--- src/hw/rtl/stsch_pkg.sv ---
// Package for the slot timer scheduler: command codes, internal operation codes,
// widths and the command record passed from the front end to the back end.
// No dependencies.
`default_nettype none

package stsch_pkg;

    localparam int TIME_W         = 64;
    localparam int SLOT_COUNT_DEF = 16;
    localparam int QUEUE_DEPTH    = 2;
    localparam int GEN_W          = 16;
    localparam int HANDLE_W       = 32;

    // Command codes on the input channel.
    localparam logic [2:0] CMD_ARM_ONCE = 3'd0;
    localparam logic [2:0] CMD_ARM_PER  = 3'd1;
    localparam logic [2:0] CMD_CANCEL   = 3'd2;
    localparam logic [2:0] CMD_QUERY    = 3'd3;
    localparam logic [2:0] CMD_EXPIRE   = 3'd4;

    // Operations after classification by the front end.
    localparam logic [2:0] OP_ARM_ONCE = 3'd0;
    localparam logic [2:0] OP_ARM_PER  = 3'd1;
    localparam logic [2:0] OP_CANCEL   = 3'd2;
    localparam logic [2:0] OP_QUERY    = 3'd3;
    localparam logic [2:0] OP_EXPIRE   = 3'd4;
    localparam logic [2:0] OP_NOP      = 3'd5;

    typedef struct packed {
        logic [2:0]          op;
        logic [TIME_W-1:0]   now;
        logic [TIME_W-1:0]   interval;
        logic [7:0]          source;
        logic [15:0]         code;
        logic [31:0]         arg0;
        logic [31:0]         arg1;
        logic [HANDLE_W-1:0] handle;
    } stsch_cmd_t;

endpackage

`default_nettype wire

--- src/hw/rtl/stsch_front.sv ---
// Front end of the slot timer scheduler: accepts command transactions, classifies
// them and holds them in a short queue for the back end. Depends on stsch_pkg.
`default_nettype none

module stsch_front (
    input  wire logic                clk,
    input  wire logic                rst_n,
    input  wire logic                in_valid,
    output logic                     in_ready,
    input  wire logic [2:0]          command,
    input  wire logic [63:0]         now_us,
    input  wire logic [63:0]         interval_us,
    input  wire logic [7:0]          event_source,
    input  wire logic [15:0]         event_code,
    input  wire logic [31:0]         event_arg0,
    input  wire logic [31:0]         event_arg1,
    input  wire logic [31:0]         handle,
    output logic                     q_valid,
    input  wire logic                q_ready,
    output stsch_pkg::stsch_cmd_t    q_cmd
);
    import stsch_pkg::*;

    localparam int QAW = (QUEUE_DEPTH > 1) ? $clog2(QUEUE_DEPTH) : 1;
    localparam int QCW = $clog2(QUEUE_DEPTH + 1);

    stsch_cmd_t           entry_reg [QUEUE_DEPTH];
    logic [QAW-1:0]       wr_ptr_reg, rd_ptr_reg;
    logic [QCW-1:0]       count_reg;
    stsch_cmd_t           cls;
    logic                 push, pop;

    // Classification: arm-once with zero delay becomes one, a zero period is rejected.
    always_comb
    begin
        cls.now      = now_us;
        cls.interval = interval_us;
        cls.source   = event_source;
        cls.code     = event_code;
        cls.arg0     = event_arg0;
        cls.arg1     = event_arg1;
        cls.handle   = handle;
        unique case (command)
            CMD_ARM_ONCE:
            begin
                cls.op = OP_ARM_ONCE;
                if (interval_us == '0)
                    cls.interval = TIME_W'(1);
            end
            CMD_ARM_PER: cls.op = (interval_us == '0) ? OP_NOP : OP_ARM_PER;
            CMD_CANCEL:  cls.op = OP_CANCEL;
            CMD_QUERY:   cls.op = OP_QUERY;
            CMD_EXPIRE:  cls.op = OP_EXPIRE;
            default:     cls.op = OP_NOP;
        endcase
    end

    assign in_ready = (count_reg != QCW'(QUEUE_DEPTH));
    assign q_valid  = (count_reg != '0);
    assign q_cmd    = entry_reg[rd_ptr_reg];
    assign push     = in_valid && in_ready;
    assign pop      = q_valid && q_ready;

    always_ff @(posedge clk)
    begin
        if (push)
            entry_reg[wr_ptr_reg] <= cls;
    end

    always_ff @(posedge clk or negedge rst_n)
    begin
        if (!rst_n)
        begin
            wr_ptr_reg <= '0;
            rd_ptr_reg <= '0;
            count_reg  <= '0;
        end
        else
        begin
            if (push)
                wr_ptr_reg <= (wr_ptr_reg == QAW'(QUEUE_DEPTH - 1)) ? '0 : wr_ptr_reg + 1'b1;
            if (pop)
                rd_ptr_reg <= (rd_ptr_reg == QAW'(QUEUE_DEPTH - 1)) ? '0 : rd_ptr_reg + 1'b1;
            if (push && !pop)
                count_reg <= count_reg + 1'b1;
            else if (pop && !push)
                count_reg <= count_reg - 1'b1;
        end
    end

endmodule

`default_nettype wire

--- config.mk ---
export PLATFORM = sky130hd
export DESIGN_NAME = stsch_front
export DESIGN_NICKNAME = d
export VERILOG_FILES = /design/src/hw/rtl/stsch_pkg.sv /design/src/hw/rtl/stsch_front.sv
export SDC_FILE = /design/constraint.sdc
export NUM_CORES = 1
export LEC_CHECK = 0
export BUFFER_PORTS_ARGS = -buffer_cell sky130_fd_sc_hd__buf_4
export CORE_MARGIN = 2
export CORE_UTILIZATION = 46
export DETAILED_ROUTE_END_ITERATION = 7
export GPL_ROUTABILITY_DRIVEN = 1
export GPL_TIMING_DRIVEN = 0
export PLACE_DENSITY = 0.69
export SYNTH_ARGS = -nofsm -noshare
export SYNTH_HDL_FRONTEND = slang
export SYNTH_SLANG_ARGS = --single-unit
--- constraint.sdc ---
create_clock -name clk -period 16.6 [get_ports clk]
set_input_delay 0.83 -clock clk [delete_from_list [all_inputs] [get_ports clk]]
set_output_delay 0.83 -clock clk [all_outputs]
set_load 0.005 [all_outputs]
==> results of run 1 <==
==> cell families (layout without fill, tap and decap cells) <==
kind of cell	Yosys count	after routing	synth area share, %
flops	506	506	81.2
fa+ha+maj	1	1	0.0670
simple gates	34	34	1.14
buf+inv	95	709	2.07
xor+xnor	5	5	0.234
mux	251	251	15.1
compound gates	2	2	0.154
==> layout make-up <==
cell class / instances / share of cell area (%)
inverter: 4 / 0.0600
timing repair buffer: 520 / 16.3
multi-input combinational: 293 / 12.5
buffer: 91 / 1.48
clock inverter: 35 / 1.04
clock buffer: 59 / 5.39
tap: 525 / 2.62
sequential: 506 / 60.6
==> layout by cell type, fill, tap and decap left out, types with 8 or more instances in the layout <==
cell type,instances
buf_12,9
buf_2,19
buf_4,507
clkbuf_1,77
clkbuf_16,53
clkinv_1,20
clkinv_2,8
edfxtp_1,502
mux2_2,251
nor4_1,12
==> layer usage <==
layer / vias up / wire (um)
met2: 389 / 22100
li1: 4612 / -
met1: 4935 / 15100
met3: 81 / 4620
met5: - / 13
met4: 2 / 1540
==> worst min path at each step <==
stage             startpoint                to  slack, ns
5_1_grt           handle[18]  entry_reg[0][18]       0.41
3_3_place_gp      wr_ptr_reg        wr_ptr_reg       0.48
6_report           handle[3]   entry_reg[0][3]       0.43
3_5_place_dp    count_reg[1]      count_reg[1]       0.50
4_1_cts        event_arg0[7]  entry_reg[0][71]       0.39
2_1_floorplan   count_reg[1]      count_reg[1]       0.46
==> power groups by stage <==
stage	clock, W	combinational [W]	sequential, W
6_report	0.00109	0.00135	0.00180
5_1_grt	0.00117	0.00145	0.00182
4_1_cts	0.00112	0.00138	0.00180
3_5_place_dp	0	0.00137	0.00183
3_3_place_gp	0	0.00131	0.00200
2_1_floorplan	0	0.000631	0.00192
==> worst max-delay path: stages, from the launching register on <==
cell and delay [ns]:
dfrtp_1 0.31, clkbuf_1 0.48, clkbuf_1 0.63, buf_2 0.43, mux2_2 0.41, buf_4 0.15
==> metrics by stage <==
stage	setup WS (ns)	power, W	hold slack [ns]	cell area, um2	util [%]
floorplan	4.42	0.00255	0.457	18700	-
global placement	-1.92	0.00331	0.477	23100	58.0
detailed placement	13.21	0.00320	0.499	23400	58.7
CTS	12.56	0.00430	0.391	25000	62.7
global route	12.54	0.00444	0.408	25000	62.7
finish	12.77	0.00424	0.434	25000	62.7
==> repair_timing <==
action                    CTS  global route
hold buffers                1             0
hold endpoints to repair    4             0
setup buffers               0             0
==> results.md, run 1 <==
* Run status: finished clean
* Resized Gates After CTS at 0
* Share of cells above drive strength 1 at between 50 and 60%
* Reg2Reg Setup Slack at about 14 ns
* Worst clock skew at 0.0176 ns
* Met2 usage at around a third
* Max rail drop VDD at 0.101 mV
* Ranking of synthesized cells by area: edfxtp_1 81%, mux2_2 15%, clkbuf_1 1.4%, dfrtp_1 0.54%, buf_2 0.51%
* Setup TNS Final at 0 ns
* Slew HR at 40.5%
* Clock Sinks at 506
* Post-synth top area cell: edfxtp_1
* CTS Buf Count at 51
* Synth Instances at slightly below 900
* R2R depth at 7
* Max-Cap Viols at 0
* Crit Path Max Fanout at 10
* Top-area cell type share of the netlist area at roughly four fifths
* Hold path cells at 1
* FFs w/ async S/R, synth at less than 1%
* Area of the multi-input gates at between 0.003 and 0.004 mm2
* Wire per inst at about 21 um
* First drt pass iteration count at 6
* Top FF cell, synth: edfxtp_1
* Crit end category: primary output
* Crit path from: rd_ptr_reg
* Register area at approximately 0.015 mm2
* M3 GR Usage at about 7.6%
* Worst r2r src: count_reg[0]
* Yosys warns at 0
* Post-placement cell count at 1938
* Clock power frac at 25.8%
* Final hold violations at 0
* Max reg flops at 502
* Vias at between 10000 and 15000
* Post-synth top cells: 502 x edfxtp_1, 251 x mux2_2, 71 x clkbuf_1, 19 x buf_2, 12 x nor4_1
* CP startpoint kind: register
* Gr ovfl total at 0
* Worst Tran Pin Value at about 0.89 ns
* TritonCTS clock tree: built
* Core Region at 0.0399 mm2
* DRT Wirelength at 43300 um
* Final Non-Filler Cells at 2033
* Top-level port count at around 510
* Dpl hpwl at between 30000 and 40000 um
* #FFs+latches synth at ~510
* CP arrival at 3.00 ns
* Routability cong. at slightly below 0.8
* Reg2reg end: entry_reg[0][210]
* Number of port buffers at roughly 510
* Req. time, crit path at around 16 ns
* Die width at ~210 um
* Post-route DRC at 0
* Most frequent cell after synthesis: edfxtp_1
* Setup-failing EPs final at 0
* Worst-path clk slew at 0.06 ns
* Inserted Diodes at 0
* Syn avg cell area at roughly 21 um2
* P_leak at 9.29 nW
* Filler cells at 2935
* Vias per cell at around 4.9
* Vias in the first global route at between 10000 and 15000
* FP Rows at 73
* P&R area growth vs syn at 34.0%
* Total GRT Usage at between 15 and 20%
* Post-synth cell types at 26
* Die ar. at approximately 0.042 mm2
* Int Pwr at slightly above 0.003 W
* Post-synth EDFFs at 502
* First-pass GRT wire length at 61500 um
* End of the critical path: q_cmd[78]
* Initial DRC Count at 469
* Die H at between 200 and 250 um
* Switching Fraction at a little over a quarter
* Synth Net Count at about 1200
* Clock Path Buffers at 3
* Sequential Power Share at a little over two fifths
* CTS Root Buffer Type: clkbuf_16
* CTS H-tree depth at 2
* Critical path class: register to primary output
* Initial antenna violation count at 1
* Worst hold path class: primary input to register
* Post-synthesis sequential area ratio at 81.2%
* Power Density at ~170 mW/mm2
* Final period util at a little under a quarter
* Logic pwr share at about a third
* Cell area after synthesis at 0.0187 mm2
* Met1 usage at a little over a fifth
* Nets at 1723
* NetSw at 0.00114 W
* RSZ-0062 raised after global routing: no
* Achievable frequency at around 260 MHz
* Initial Util at a little under half
* Minimum clock period after layout at 3.83 ns
* Fin. max-slew vios at 0
* Routed Antenna Nets at 0
* Largest net degree at the start of global routing at 60
* GRT busiest layer: met2
* Clk_lat worst skew at 0.58 ns
No activity file was read; power rests on OpenSTA's default activity.
==> run 2: changes to the inputs <==
--- a/config.mk
+++ b/config.mk
@@ -11,7 +11,7 @@
 export DETAILED_ROUTE_END_ITERATION = 7
 export GPL_ROUTABILITY_DRIVEN = 1
 export GPL_TIMING_DRIVEN = 0
-export PLACE_DENSITY = 0.69
+export PLACE_DENSITY = 0.72
 export SYNTH_ARGS = -nofsm -noshare
 export SYNTH_HDL_FRONTEND = slang
 export SYNTH_SLANG_ARGS = --single-unit
==> constraint.sdc (replaced) <==
create_clock -name clk -period 3.35 [get_ports clk]
set_input_delay 0.1675 -clock clk [delete_from_list [all_inputs] [get_ports clk]]
set_output_delay 0.1675 -clock clk [all_outputs]
set_load 0.005 [all_outputs]
==> run 2 against run 1 <==
Utilization increased by 6.7 points. Via count grew 14%. Final area up 11%. Final cell count increased by 13%.
==> results.md, run 2 (synthesized netlist as in run 1, its figures left out) <==
* Vias at 11448 (+14%)
* Routed Antenna Nets at 0 (unchanged)
* P&R area growth vs syn at 48.3%
* Worst Tran Pin Value at 0.777 ns (-0.114 ns)
* TritonCTS clock tree: built
* Most common cell after layout, fill and taps aside: buf_4
* Minimum clock period after layout at between 2 and 3 ns
* Max reg flops at 502 (unchanged)
* Top-level port count at 508 (unchanged)
* Share of cells above drive strength 1 at 49.6% (-7.9 points)
* Reg2reg end: entry_reg[0][230]
* R2R depth at 7 (unchanged)
* First drt pass iteration count at 5 (-1)
* Max rail drop VDD at 0.526 mV (+420%)
* Wire per inst at 21.5 um (+0.81%)
* Vias in the first global route at 12404 (+19%)
* Crit path from: rd_ptr_reg
* Max-Cap Viols at 0 (unchanged)
* Initial Util at 46.8% (unchanged)
* Worst-path clk slew at 0.06 ns (about the same)
* Gr ovfl total at 0 (unchanged)
* Die ar. at 0.0422 mm2 (unchanged)
* Reg2Reg Setup Slack at 0.88 ns (-12.93 ns)
* Crit Path Max Fanout at 10 (unchanged)
* Fin. max-slew vios at 0 (unchanged)
* Clock Path Buffers at 3 (unchanged)
* First-pass GRT wire length at 71400 um (+16%)
* FP Rows at 73 (unchanged)
* Nets at 1980 (+15%)
* CTS Root Buffer Type: clkbuf_16
* Total GRT Usage at 22.7% (+2.9 points)
* Placed inst area at 0.0235 mm2 (+0.42%)
* CTS H-tree depth at 2 (unchanged)
* Most frequent cells in the layout: 507 x buf_4, 502 x edfxtp_1, 257 x dlygate4sd3_1, 251 x mux2_2, 79 x clkbuf_1
* Power Density at 784 mW/mm2 (+360%)
* Crit end category: primary output
* Register area at 0.0152 mm2 (unchanged)
* RSZ-0062 raised after global routing: no
* CTS Buf Count at 50 (-2.0%)
* Logic pwr share at 33.0% (+1.2 points)
* Dpl hpwl at 31500 um (about the same)
* Largest net degree at the start of global routing at 64 (+6.7%)
* Worst hold path class: primary input to register
* Worst r2r src: count_reg[0]
* DRT Wirelength at 49300 um (+14%)
* Worst clock skew at 0.0114 ns (-0.00622 ns)
* P_leak at 10.4 nW (+12%)
* Post-route DRC at 0 (unchanged)
* Routability cong. at 0.780 (-1.6%)
* Filler cells at 2427 (-17%)
* Final period util at roughly 90%
* Initial DRC Count at 664 (+42%)
* Clk_lat worst skew at 0.58 ns (about the same)
* Critical path class: register to primary output
* Area of the multi-input gates at 0.00315 mm2 (+0.48%)
* Sequential Power Share at 41.2% (-1.2 points)
* Clock power frac at 25.8% (about the same)
* Clock Sinks at 506 (unchanged)
* Switching Fraction at 27.7% (+0.75 points)
* CP startpoint kind: register
* Power, Total at 0.0217 W (+410%)
* Run status: finished clean
* NetSw at 0.00601 W (+430%)
* Core Region at 0.0399 mm2 (unchanged)
* Achievable frequency at approximately 340 MHz
* Finished Cell Area at 0.0277 mm2 (+11%)
* Slew HR at 48.1% (+7.6 points)
* Initial antenna violation count at 4 (+3)
* CP arrival at 2.79 ns (-0.21 ns)
* Int Pwr at 0.0157 W (+410%)
* Number of port buffers at 507 (unchanged)
* Setup-failing EPs final at 0 (unchanged)
* End of the critical path: q_cmd[72]
* Die width at 206 um (unchanged)
* Die H at 206 um (unchanged)
* Final hold violations at 0 (unchanged)
* Vias per cell at 4.99 (+1.3%)
* Req. time, crit path at 3.18 ns (-12.59 ns)
run 2: cell types whose count changed in the layout (fill, tap and decap cells not counted), sizes merged:
cell,delta
dlygate4sd3,+255
clkinv,-9
diode,+5
buf,+3
bufinv,+2
clkbuf,+2
inv,+2
clkinvlp,+1
run 2: critical path, cell delays in order, from the launching register on:
cell and delay (ns):
dfrtp_1 0.32, clkbuf_1 0.49, clkbuf_2 0.45, buf_2 0.38
mux2_2 0.41, buf_4 0.15
run 2: through the flow:
stage	hold slack (ns)	utilization (%)	std cells	worst slack, ns	setup TNS (ns)
6_report	0.311	69.4	2294	0.388	0
2_1_floorplan	-0.128	-	894	-1.38	-526.20
5_1_grt	0.281	69.4	2293	0.186	0
4_1_cts	0.234	69.4	2289	0.0382	0
3_5_place_dp	-0.0311	58.9	1941	0.534	0
3_3_place_gp	-0.0331	58.1	1926	-3.51	-1480.35
run 2: power groups by stage:
stage                     clock, W  sequential, W  combinational [W]
final                      0.00559        0.00895            0.00717
after global routing       0.00593        0.00906            0.00763
after CTS                  0.00565        0.00893            0.00718
after detailed placement         0        0.00906            0.00687
after global placement           0        0.00933            0.00650
after floorplan                  0        0.00916            0.00314
run 2: timing repair:
action,in CTS,in global routing
buffers inserted,0,0
resized for setup,1,3
endpoints found under the setup margin,57,5
endpoints found under the hold margin,506,0
pin swaps,0,0
hold buffers,256,0
gates cloned,0,0
run 2: worst min path at each step:
stage               startpoint           endpoint  cells after the start
2_1_floorplan            rst_n       count_reg[0]                      0
3_3_place_gp             rst_n         rd_ptr_reg                      1
4_1_cts        interval_us[29]  entry_reg[0][250]                      5
6_report            now_us[14]  entry_reg[1][198]                      2
5_1_grt             now_us[14]  entry_reg[1][198]                      2
3_5_place_dp             rst_n         wr_ptr_reg                      1
run 2: routing by layer:
metal  global-route usage (%)  wire [um]
met1                     25.5      17600
met4                     9.79       1990
met3                     7.19       4490
met5                        0          0
met2                     39.7      25200
run 2: area by class of cell:
class | instances | area share (%)
diodes | 5 | 0.0451
plain buffers | 91 | 1.35
clock buffers | 61 | 4.74
clock inverters | 31 | 1.09
inverters | 4 | 0.0542
multi-input cells | 293 | 11.4
flip-flops and latches | 506 | 54.8
well taps | 525 | 2.37
repair buffers | 778 | 24.2
